==> src/hdl/ptts_pkg.sv <==
// Shared types and constants for the pan/tilt tracking stepper.
// Holds the per-axis state record, band thresholds and register indexes.
// No dependencies.
package ptts_pkg;

	// Field widths
	localparam int unsigned ErrW   = 12;
	localparam int unsigned RadW   = 11;
	localparam int unsigned AngleW = 9;
	localparam int unsigned StepW  = 3;
	localparam int unsigned DwellW = 2;
	localparam int unsigned LimW   = 8;
	localparam int unsigned CfgIdxW = 2;

	// Stream payload widths, padded to whole bytes
	localparam int unsigned InDataW  = 40;
	localparam int unsigned OutDataW = 32;

	// Magnitude bands for step selection
	localparam logic [ErrW:0] BandOne   = 13'd150;
	localparam logic [ErrW:0] BandTwo   = 13'd300;
	localparam logic [ErrW:0] BandThree = 13'd400;
	localparam logic [ErrW:0] BandFour  = 13'd500;

	// Step sizes
	localparam logic [StepW-1:0] StepZero  = 3'd0;
	localparam logic [StepW-1:0] StepOne   = 3'd1;
	localparam logic [StepW-1:0] StepTwo   = 3'd2;
	localparam logic [StepW-1:0] StepThree = 3'd3;
	localparam logic [StepW-1:0] StepFour  = 3'd4;

	// Dwell count at which a step of one is released inside the radius
	localparam logic [DwellW-1:0] DwellRelease = 2'd2;

	// Angle saturation bounds
	localparam logic signed [AngleW+1:0] AngleMax = 11'sd255;
	localparam logic signed [AngleW+1:0] AngleMin = -11'sd256;

	// Reset values of the axis state
	localparam logic signed [AngleW-1:0] TiltAngleRst = 9'sd65;
	localparam logic signed [AngleW-1:0] PanAngleRst  = 9'sd60;

	// Reset values of the limit registers
	localparam logic [LimW-1:0] TiltLowRst  = 8'd30;
	localparam logic [LimW-1:0] TiltHighRst = 8'd100;
	localparam logic [LimW-1:0] PanLowRst   = 8'd0;
	localparam logic [LimW-1:0] PanHighRst  = 8'd119;

	// Configuration register indexes
	typedef enum logic [CfgIdxW-1:0] {
		CFG_TILT_LOW  = 2'd0,
		CFG_TILT_HIGH = 2'd1,
		CFG_PAN_LOW   = 2'd2,
		CFG_PAN_HIGH  = 2'd3
	} cfg_idx_t;

	// State kept for one axis
	typedef struct packed {
		logic signed [AngleW-1:0] angle;
		logic [StepW-1:0]         step;
		logic [DwellW-1:0]        dwell;
	} axis_state_t;

	// Limits for one axis
	typedef struct packed {
		logic [LimW-1:0] low;
		logic [LimW-1:0] high;
	} axis_limits_t;

endpackage

==> src/hdl/ptts_axis.sv <==
// Next-state logic for one axis: step selection with dwell and limited motion.
// Purely combinational; depends on ptts_pkg.
module ptts_axis
	import ptts_pkg::*;
(
	input  axis_state_t         cur,
	input  logic [ErrW-1:0]     err,
	input  logic [RadW-1:0]     radius,
	input  axis_limits_t        lim,
	output axis_state_t         nxt
);

	logic [ErrW:0]            mag;
	logic [ErrW:0]            rad_ext;
	logic signed [ErrW:0]     err_s;
	logic signed [ErrW:0]     half_s;
	logic [StepW-1:0]         step_n;
	logic [DwellW-1:0]        dwell_n;
	logic signed [AngleW+1:0] pos;
	logic signed [AngleW+1:0] step_s;
	logic signed [AngleW+1:0] lo_s;
	logic signed [AngleW+1:0] hi_s;
	logic signed [AngleW+1:0] moved;
	logic                     go_down;
	logic                     go_up;

	// Magnitude of the error, one bit wider so the most negative value fits
	always_comb begin
		err_s   = signed'({err[ErrW-1], err});
		mag     = err[ErrW-1] ? (13'd0 - unsigned'(err_s)) : unsigned'(err_s);
		rad_ext = {2'b00, radius};
		half_s  = signed'({3'b000, radius[RadW-1:1]});
	end

	// Step selection; the gap band between the third and fourth threshold holds
	always_comb begin
		step_n  = cur.step;
		dwell_n = cur.dwell;
		priority if (mag <= rad_ext) begin
			if (cur.dwell >= DwellRelease) begin
				step_n  = StepOne;
				dwell_n = '0;
			end else begin
				step_n  = StepZero;
				dwell_n = cur.dwell + 2'd1;
			end
		end else if (mag <= BandOne) begin
			step_n  = StepOne;
			dwell_n = '0;
		end else if (mag <= BandTwo) begin
			step_n  = StepTwo;
			dwell_n = '0;
		end else if (mag <= BandThree) begin
			step_n  = StepThree;
			dwell_n = '0;
		end else if (mag > BandFour) begin
			step_n  = StepFour;
			dwell_n = '0;
		end
	end

	// Motion toward the target when the neighboring degree is within the limit
	always_comb begin
		pos     = signed'({{2{cur.angle[AngleW-1]}}, cur.angle});
		step_s  = signed'({8'd0, step_n});
		lo_s    = signed'({3'b000, lim.low});
		hi_s    = signed'({3'b000, lim.high});
		go_down = (err_s < -half_s) && ((pos - 11'sd1) >= lo_s);
		go_up   = (err_s > half_s) && ((pos + 11'sd1) <= hi_s);
		moved   = pos;
		if (go_down) begin
			moved = pos - step_s;
		end else if (go_up) begin
			moved = pos + step_s;
		end
		if (moved > AngleMax) begin
			moved = AngleMax;
		end else if (moved < AngleMin) begin
			moved = AngleMin;
		end
	end

	assign nxt.angle = moved[AngleW-1:0];
	assign nxt.step  = step_n;
	assign nxt.dwell = dwell_n;

endmodule

==> src/hdl/pan_tilt_tracking_stepper_core.sv <==
// Top level of the pan/tilt tracking stepper: stream ports, limit registers,
// axis state and the input and result registers. Depends on ptts_pkg, ptts_axis.
//
//  channel  direction  payload                                          handshake
//  s_*      in         tilt_error, pan_error, target_radius, fire       tvalid/tready
//  m_*      out        tilt/pan position, tilt/pan step, laser_on       tvalid/tready
//  cfg_*    in         register index, 8-bit limit value                valid/ready
//
// One request per cycle is sustained while results are taken. The axis update sits
// between the input register and the result register and reads and writes the axis
// state in the same cycle. Reset restores the limits and axis state to their
// defaults. When the result is not taken, the input register holds one more
// request, then s_tready drops.
module pan_tilt_tracking_stepper_core
	import ptts_pkg::*;
(
	input  logic                clk,
	input  logic                arst_n,
	// tilt_error[11:0], pan_error[23:12], target_radius[34:24], fire[35], zero pad
	input  logic [InDataW-1:0]  s_tdata,
	input  logic                s_tvalid,
	output logic                s_tready,
	// tilt_position[8:0], pan_position[17:9], tilt_step_out[20:18],
	// pan_step_out[23:21], laser_on[24], zero pad
	output logic [OutDataW-1:0] m_tdata,
	output logic                m_tvalid,
	input  logic                m_tready,
	input  logic                cfg_valid,
	output logic                cfg_ready,
	input  logic [CfgIdxW-1:0]  cfg_index,
	input  logic [LimW-1:0]     cfg_data
);

	logic                valid_s1;
	logic [ErrW-1:0]     tilt_err_s1;
	logic [ErrW-1:0]     pan_err_s1;
	logic [RadW-1:0]     radius_s1;
	logic                fire_s1;
	logic                advance;
	logic                out_valid_q;
	logic [OutDataW-1:0] out_data_q;
	axis_limits_t        tilt_lim_q;
	axis_limits_t        pan_lim_q;
	axis_state_t         tilt_q;
	axis_state_t         pan_q;
	axis_state_t         tilt_nxt;
	axis_state_t         pan_nxt;
	cfg_idx_t            cfg_sel;

	// Flow control: the update runs when the result register is free or drains
	assign advance   = valid_s1 && (!out_valid_q || m_tready);
	assign s_tready  = !valid_s1 || advance;
	assign cfg_ready = 1'b1;
	assign cfg_sel   = cfg_idx_t'(cfg_index);

	// Limit registers
	always_ff @(posedge clk or negedge arst_n) begin
		if (!arst_n) begin
			tilt_lim_q.low  <= TiltLowRst;
			tilt_lim_q.high <= TiltHighRst;
			pan_lim_q.low   <= PanLowRst;
			pan_lim_q.high  <= PanHighRst;
		end else if (cfg_valid && cfg_ready) begin
			unique case (cfg_sel)
				CFG_TILT_LOW:  tilt_lim_q.low  <= cfg_data;
				CFG_TILT_HIGH: tilt_lim_q.high <= cfg_data;
				CFG_PAN_LOW:   pan_lim_q.low   <= cfg_data;
				CFG_PAN_HIGH:  pan_lim_q.high  <= cfg_data;
				default: ;
			endcase
		end
	end

	// Input register
	always_ff @(posedge clk or negedge arst_n) begin
		if (!arst_n) begin
			valid_s1 <= 1'b0;
		end else if (s_tready) begin
			valid_s1 <= s_tvalid;
		end
	end

	always_ff @(posedge clk) begin
		if (s_tvalid && s_tready) begin
			tilt_err_s1 <= s_tdata[11:0];
			pan_err_s1  <= s_tdata[23:12];
			radius_s1   <= s_tdata[34:24];
			fire_s1     <= s_tdata[35];
		end
	end

	// Per-axis next-state logic
	ptts_axis u_tilt (
		.cur    (tilt_q),
		.err    (tilt_err_s1),
		.radius (radius_s1),
		.lim    (tilt_lim_q),
		.nxt    (tilt_nxt)
	);

	ptts_axis u_pan (
		.cur    (pan_q),
		.err    (pan_err_s1),
		.radius (radius_s1),
		.lim    (pan_lim_q),
		.nxt    (pan_nxt)
	);

	// Axis state, updated once per request
	always_ff @(posedge clk or negedge arst_n) begin
		if (!arst_n) begin
			tilt_q.angle <= TiltAngleRst;
			tilt_q.step  <= StepOne;
			tilt_q.dwell <= '0;
			pan_q.angle  <= PanAngleRst;
			pan_q.step   <= StepOne;
			pan_q.dwell  <= '0;
		end else if (advance) begin
			tilt_q <= tilt_nxt;
			pan_q  <= pan_nxt;
		end
	end

	// Result register
	always_ff @(posedge clk or negedge arst_n) begin
		if (!arst_n) begin
			out_valid_q <= 1'b0;
		end else if (advance) begin
			out_valid_q <= 1'b1;
		end else if (m_tready) begin
			out_valid_q <= 1'b0;
		end
	end

	always_ff @(posedge clk) begin
		if (advance) begin
			out_data_q <= {7'd0, fire_s1, pan_nxt.step, tilt_nxt.step,
				pan_nxt.angle, tilt_nxt.angle};
		end
	end

	assign m_tvalid = out_valid_q;
	assign m_tdata  = out_data_q;

	// The dwell counter never passes the release count
	a_dwell_range: assert property (@(posedge clk) disable iff (!arst_n)
		tilt_q.dwell != 2'd3 && pan_q.dwell != 2'd3)
		else $error("dwell counter out of range");

	// A step of zero goes with a running dwell count and only then
	a_step_dwell: assert property (@(posedge clk) disable iff (!arst_n)
		((tilt_q.step == StepZero) == (tilt_q.dwell != 2'd0)) &&
		((pan_q.step == StepZero) == (pan_q.dwell != 2'd0)))
		else $error("step and dwell disagree");

	// Axis state changes only when a request is processed
	a_state_hold: assert property (@(posedge clk) disable iff (!arst_n)
		!advance |=> $stable(tilt_q) && $stable(pan_q))
		else $error("axis state changed without a request");

	// One request moves an angle by at most the largest step
	a_angle_bound: assert property (@(posedge clk) disable iff (!arst_n)
		advance |=>
		(($signed(tilt_q.angle) - $signed($past(tilt_q.angle)) <= 4) &&
		 ($signed($past(tilt_q.angle)) - $signed(tilt_q.angle) <= 4) &&
		 ($signed(pan_q.angle) - $signed($past(pan_q.angle)) <= 4) &&
		 ($signed($past(pan_q.angle)) - $signed(pan_q.angle) <= 4)))
		else $error("angle moved by more than one step");

endmodule

==> config.mk <==
export PLATFORM = sky130hd
export DESIGN_NAME = pan_tilt_tracking_stepper_core
export DESIGN_NICKNAME = d
export VERILOG_FILES = /design/src/hdl/ptts_pkg.sv /design/src/hdl/ptts_axis.sv /design/src/hdl/pan_tilt_tracking_stepper_core.sv
export SDC_FILE = /design/constraint.sdc
export NUM_CORES = 1
export LEC_CHECK = 0
export BUFFER_PORTS_ARGS = -buffer_cell sky130_fd_sc_hd__clkbuf_2
export CAP_MARGIN = 10
export CORE_ASPECT_RATIO = 0.7
export CORE_MARGIN = 5
export CORE_UTILIZATION = 58
export CTS_BUF_LIST = sky130_fd_sc_hd__clkbuf_2 sky130_fd_sc_hd__clkbuf_4 sky130_fd_sc_hd__clkbuf_8
export DETAILED_ROUTE_END_ITERATION = 8
export GPL_TIMING_DRIVEN = 0
export HOLD_SLACK_MARGIN = 0.06
export PLACE_DENSITY = 0.86
export REMOVE_ABC_BUFFERS = 1
export SETUP_SLACK_MARGIN = 0.15
export SLEW_MARGIN = 20
export SYNTH_ARGS = -nofsm -noshare
export SYNTH_HDL_FRONTEND = slang
export SYNTH_SLANG_ARGS = --single-unit
export TNS_END_PERCENT = 30
==> constraint.sdc <==
create_clock -name clk -period 5.5 [get_ports clk]
set_input_delay 1.1 -clock clk [delete_from_list [all_inputs] [get_ports clk]]
set_output_delay 1.1 -clock clk [all_outputs]
set_load 0.05 [all_outputs]
* After elaboration in Yosys (flattened, before gate mapping)
Cells that the tools add are included.
Storage, ports and cells: register bits after elaboration 123, latch bits 0, RAM bits 0, ROM bits 0, bits of input ports 55, word-level logic and storage cells 113, memories kept 0
Cells by class: $add $sub $neg 13, multiply operators 0, divide/modulo/power cells 0, $lt $le $gt $ge 24, eq/ne operators 3, shift operators 0, multiplexer cells 36, bitwise gates (word level) 0, reductions and logical operators 20
Operators with widths (number):
- 13-bit by 9-bit less-or-equal comparator with 1-bit output, second input constant | 4
- 11-bit two-way mux | 4
- 9-bit two-way mux | 4
- 3-bit two-way mux | 10
- 13-bit by 9-bit greater-than comparator with 1-bit output, second input constant | 2
- 13-bit by 11-bit less-or-equal comparator with 1-bit output | 2
- 13-bit by 8-bit less-or-equal comparator with 1-bit output, second input constant | 2
- 12-bit by 13-bit less-than comparator with 1-bit output | 2
- 13-bit two-way mux | 2
- 1-bit by 12-bit subtractor with 13-bit output, first input constant | 2
- 12-bit by 11-bit greater-than comparator with 1-bit output | 2
- 2-bit two-way mux | 12
- 11-bit by 9-bit >= comparator with 1-bit output | 2
- 11-bit by 9-bit greater-than comparator with 1-bit output, second input constant | 2
- 11-bit by 9-bit less-or-equal comparator with 1-bit output | 2
- 11-bit by 9-bit less-than comparator with 1-bit output, second input constant | 2
- 9-bit by 2-bit adder with 10-bit output, second input constant | 2
- 9-bit by 4-bit adder with 10-bit output | 2
- 9-bit by 2-bit subtractor with 10-bit output, second input constant | 2
- 9-bit by 4-bit subtractor with 10-bit output | 2
- 10-bit negation with 13-bit output | 1
- 2-bit AND reduction | 6
- 5-bit nonzero test | 2
- 1-bit logical AND | 6
- 9 further kinds | 17

* Depth between registers and ports, before layout
depth in word-level cells 14, depth in mapped cells 26, depth with buffers taken out 25

* By module
From an unflattened synthesis, not the netlist that was laid out.
Second synthesis, totals: cells, all modules 979, area, all modules 9818.2 um^2
By module, submodules not included:
- ptts_axis | times used 2, cells an instance 386, area each 2775.2 um^2
- pan_tilt_tracking_stepper_core | times used 1, cells an instance 207, area each 4267.8 um^2

* Worst setup path after synthesis
OpenSTA, ideal clock, no wires.
path kind reg2reg, start point reg pan_err_s1[0], end point reg pan_q[12] in the netlist's numbering, arrival 4830 ps, required time 5396 ps, slack 566 ps, cell stages (with the launch flop) 26, buffers on the path 1, cell sequence edfxtp_1 > inv_1 > ha_1 > or3b_1 > o31ai_1 > xnor2_1 > ha_1 > a21o_1 > a21o_1 > a21oi_1 > a2bb2oi_1 > nand3_1 > a32o_1 > o22a_1 > ha_1 > fa_1 > nor2b_1 > o21a_1 > nand3_1 > nand2b_1 > mux2i_1 > a32oi_1 > buf_2 > a21oi_1 > nor2_1 > a221oi_1
RTL lines:
- start, declared | line pan_tilt_tracking_stepper_core.sv:36 | logic [ErrW-1:0] pan_err_s1;
- start signal, assigned | line pan_tilt_tracking_stepper_core.sv:86 | pan_err_s1 <= s_tdata[23:12];
- end signal, assigned | line pan_tilt_tracking_stepper_core.sv:120 | pan_q <= pan_nxt;
- end, declared | line pan_tilt_tracking_stepper_core.sv:45 | axis_state_t pan_q;

* Worst setup path after layout
start point reg tilt_err_s1[4], end point reg tilt_q[10] in the netlist's numbering
On the way: longest elaborated chain between the ends 14, elaborated cells on any way between the ends 24, classes of those cells add/sub (3); order compare (9); mux (10); reduce/logical (2)
RTL lines:
- start, declared | line pan_tilt_tracking_stepper_core.sv:35 | logic [ErrW-1:0] tilt_err_s1;
- start signal, assigned | line pan_tilt_tracking_stepper_core.sv:85 | tilt_err_s1 <= s_tdata[11:0];
- 1-bit by 12-bit subtractor with 13-bit output | line ptts_axis.sv:30 | mag = err[ErrW-1] ? (13'd0 - unsigned'(err_s)) : unsigned'(err_s);
- 13-bit two-way mux | line ptts_axis.sv:30
- 13-bit by 9-bit greater-than comparator with 1-bit output | line ptts_axis.sv:56 | end else if (mag > BandFour) begin
- 3-bit two-way mux | line ptts_axis.sv:56
- 3-bit two-way mux | line ptts_axis.sv:53 | end else if (mag <= BandThree) begin
- 3-bit two-way mux | line ptts_axis.sv:50 | end else if (mag <= BandTwo) begin
- 3-bit two-way mux | line ptts_axis.sv:47 | end else if (mag <= BandOne) begin
- 3-bit two-way mux | line ptts_axis.sv:39 | priority if (mag <= rad_ext) begin
- 9-bit by 4-bit adder with 10-bit output | line ptts_axis.sv:74 | moved = pos + step_s;
- 11-bit two-way mux | line ptts_axis.sv:73 | end else if (go_up) begin
- 11-bit two-way mux (*) | line ptts_axis.sv:71 | if (go_down) begin
- 11-bit by 9-bit less-than comparator with 1-bit output | line ptts_axis.sv:78 | end else if (moved < AngleMin) begin
- 9-bit two-way mux | line ptts_axis.sv:78
- 9-bit two-way mux (*) | line ptts_axis.sv:76 | if (moved > AngleMax) begin
- end signal, assigned | line pan_tilt_tracking_stepper_core.sv:119 | tilt_q <= tilt_nxt;
- end, declared | line pan_tilt_tracking_stepper_core.sv:44 | axis_state_t tilt_q;
Every way passes the cells marked *; elsewhere a longest branch is shown, timed or not. A chain may end at the register's enable or synchronous reset.

==> out/results.tsv <==
metric	value	unit
status	complete, no violations	
Remaining DRCs	0	
Post-synth EDFFs	61	
Initial Utilization	58.47	%
Slew Viols, Final	0	
Mapped Avg Cell Area	9.756	um2
die height	116.8	um
total chip power	4.488	mW
switching share of total power	42.77	%
Crit path required time	5.84	ns
LEAKAGE	4.837	nW
synth cell count leaders	ha_1 (117), inv_1 (77), nand2_1 (68)	
Startpoint Class	flip-flop	
largest net degree at the start of global routing	35	
row cnt	39	
Worst Setup SP	tilt_err_s1[4]	
Final period util	97.57	%
Critical Path Sink	tilt_q[10]	
GRT Residual Overflow	0	
TritonCTS sink count	123	
Gate power share	45.4	%
worst relative slew slack	27.49	%
Net Sw Power	1.920	mW
Die Area	18980	um2
worst skew pair latency	0.46	ns
CTS root buf	clkbuf_8	
hold buffer count at CTS	0	
Initial DRT Pass Iterations	6	
R2R Path End	tilt_q[10]	
pre-CTS WS	-0.3612	ns
# setup viols final	0	
wire per inst	18.43	um
first-pass GRT wire length	36810	um
Worst-path clk slew	0.08	ns
Arr. time, crit path	5.70	ns
met2 WL post-DR	11060	um
yosys synthesis warning count	0	
post-layout min period	5.366	ns
Clk pwr share	20.6	%
Seq/Total Area, Yosys	36.10	%
CTS tree	yes	
clk buf depth	2	
cell internal pwr	2.568	mW
Detailed Route WL	24140	um
hpwl dp	16730	um
worst reg2reg setup slack	0.13	ns
CP max FO	5	
Worst path most repeated cell	or3_1	
vias in the first global route	7521	
top-count cell post-synth	ha_1	
drt initial violations	788	
RSZ-0062 raised after global routing	true	
Hold Path Class	reg2reg	
routed vias/inst	6.177	
final hold vios	0	
asr flop ratio synth	50.41	%
DR vias	8092	
post-synthesis mux area share	4.584	%
maxcap violations	0	
Layout area overhead	18.16	%
hold_ws	0.4216	ns
Synth cell types	88	
CORE AREA	16150	um2
Max VDD drop	0.2779	mV
Tot GR Track Use	24.34	%
WP buf/inv	1	
Worst-Margin Slew	1.079	ns
gp weighted congestion	0.9329	
layout cells sized above 1	25.62	%
final setup TNS	0	ns
Largest stage delay, worst path	0.61	ns
port bufs	77	
antenna diode count	0	
Synth Area in Adders	16.35	%
cells after synthesis	968	
Routed met3 length	1933	um
largest area contributor in the netlist	edfxtp_1	
fin nets	1248	
Max Clk Rate	186.4	MHz
Synth Area in XOR/XNOR	5.286	%
H-tree depth	4	
crit-path cells	or4_4 -> or3_1 -> o31ai_2 -> xnor2_1 -> ha_1 -> nand3_1 -> nor2_1 -> o2bb2ai_1 -> a31oi_1 -> a31oi_2 -> or2_4 -> or2_1 -> ha_1 -> inv_1 -> o21bai_1 -> a21o_1 -> or3_1 -> nor2_1 -> a31oi_1 -> and4_1 -> or3_1	
max layer used	met4	
Synth Cell Area	9444	um2
Yosys reg bits	123	
fraction of the mapped netlist area in simple logic gates	15.85	%
Crit path depth	21	
setup ws final	0.1339	ns
TritonCTS Buffers	17	
Routed Antenna Nets	0	
most used flip-flop cell after synthesis	edfxtp_1	
Cell Pwr Density	402.1	nW/um2
top cells by area, synth	edfxtp_1 (19%), ha_1 (16%), dfrtp_1 (11%)	
Metal-1 WL	10540	um
top-area cell type share of the netlist area	19.40	%
largest family of logic cells by synthesized area	compound AO/OA/AOI/OAI gates	
Clock Skew	0.008896	ns
CP Class	reg2reg	
worst reg2reg startpoint	tilt_err_s1[4]	
io pins	90	
area fraction in compound gates after synthesis	16.72	%
CP Capture Type	flip-flop	
die width	162.5	um
Worst path top cell family by delay	simple AND/OR/NAND/NOR gates	
Seq pwr share	34.0	%
slowest stage cell on the critical path	or4_4	
initial antenna violation count	0	
reg2reg path depth	21	
==> placed cells by master, fill, tap and decap left out, types with 21 or more instances in the layout <==
cell type	count
o21ai_0	38
nand3_1	22
xnor2_1	33
ha_1	114
mux2_2	29
dfrtp_1	41
edfxtp_1	61
buf_4	32
a21oi_1	51
inv_1	73
clkbuf_2	76
dfstp_2	21
nand2_1	66
nor2_1	51
xor2_1	22
==> cell families after synthesis <==
| family | Yosys count |
|---|---|
| DFF | 123 |
| buffers and inverters | 114 |
| adders and majority gates | 121 |
| and+or+nand+nor | 282 |
| xor gates and xnor gates | 57 |
| AOI/OAI and AO/OA | 230 |
| other | 2 |
| muxes | 39 |
==> power groups by stage <==
| stage | Sequential, mW | Combinational, mW | Clock [mW] |
|---|---|---|---|
| 6_report | 1.52 | 2.04 | 0.924 |
| 2_1_floorplan | 1.61 | 1.22 | 0 |
| 4_1_cts | 1.50 | 1.84 | 0.939 |
| 3_3_place_gp | 1.52 | 1.71 | 0 |
| 5_1_grt | 1.55 | 2.25 | 0.984 |
| 3_5_place_dp | 1.52 | 1.80 | 0 |
==> worst min path at each step <==
stage / from / to / slack (ns) / cells past startpoint
detailed placement: fire_s1 / m_tdata[24] / 0.42 / 0
floorplan: fire_s1 / m_tdata[24] / 0.40 / 0
global route: fire_s1 / m_tdata[24] / 0.44 / 0
CTS: fire_s1 / m_tdata[24] / 0.43 / 0
global placement: fire_s1 / m_tdata[24] / 0.40 / 0
finish: fire_s1 / m_tdata[24] / 0.42 / 0
==> flip-flops by register name, summed over array words and instances (netlist names) <==
register,flops
fire_s1,1
m_tdata,25
m_tvalid,1
pan_err_s1,12
pan_lim_q,16
pan_q,14
radius_s1,11
tilt_err_s1,12
tilt_lim_q,16
tilt_q,14
valid_s1,1
==> through the flow <==
step / std cells / area, um2 / utilization, %
floorplan: 938 / 9284 / -
finish: 1310 / 11160 / 69.09
detailed placement: 1243 / 10030 / 62.08
CTS: 1282 / 10600 / 65.63
global route: 1310 / 11160 / 69.09
global placement: 1240 / 9951 / 61.61
==> what timing repair did <==
action / 4_1_cts / 5_1_grt
setup buffers: 7 / 27
gates cloned: 0 / 1
pin swaps: 3 / 31
resized for setup: 15 / 63
setup endpoints to repair: 31 / 34
==> layer usage <==
layer	vias to the layer above	global-route usage, %
li1	3755	-
met1	3880	34.86
met2	390	37.75
met3	67	4.621
met4	0	7.718
met5	-	0
==> layout make-up <==
cell class | instances | area, um2
Multi-Input combinational cell | 738 | 5992
Fill cell | 1136 | 4992
Sequential cell | 123 | 3410
Timing Repair Buffer | 114 | 735.7
Inverter | 78 | 292.8
Tap cell | 225 | 281.5
Clock buffer | 19 | 261.5
Clock inverter | 13 | 186.4
Power figures use the tool's default switching activity.
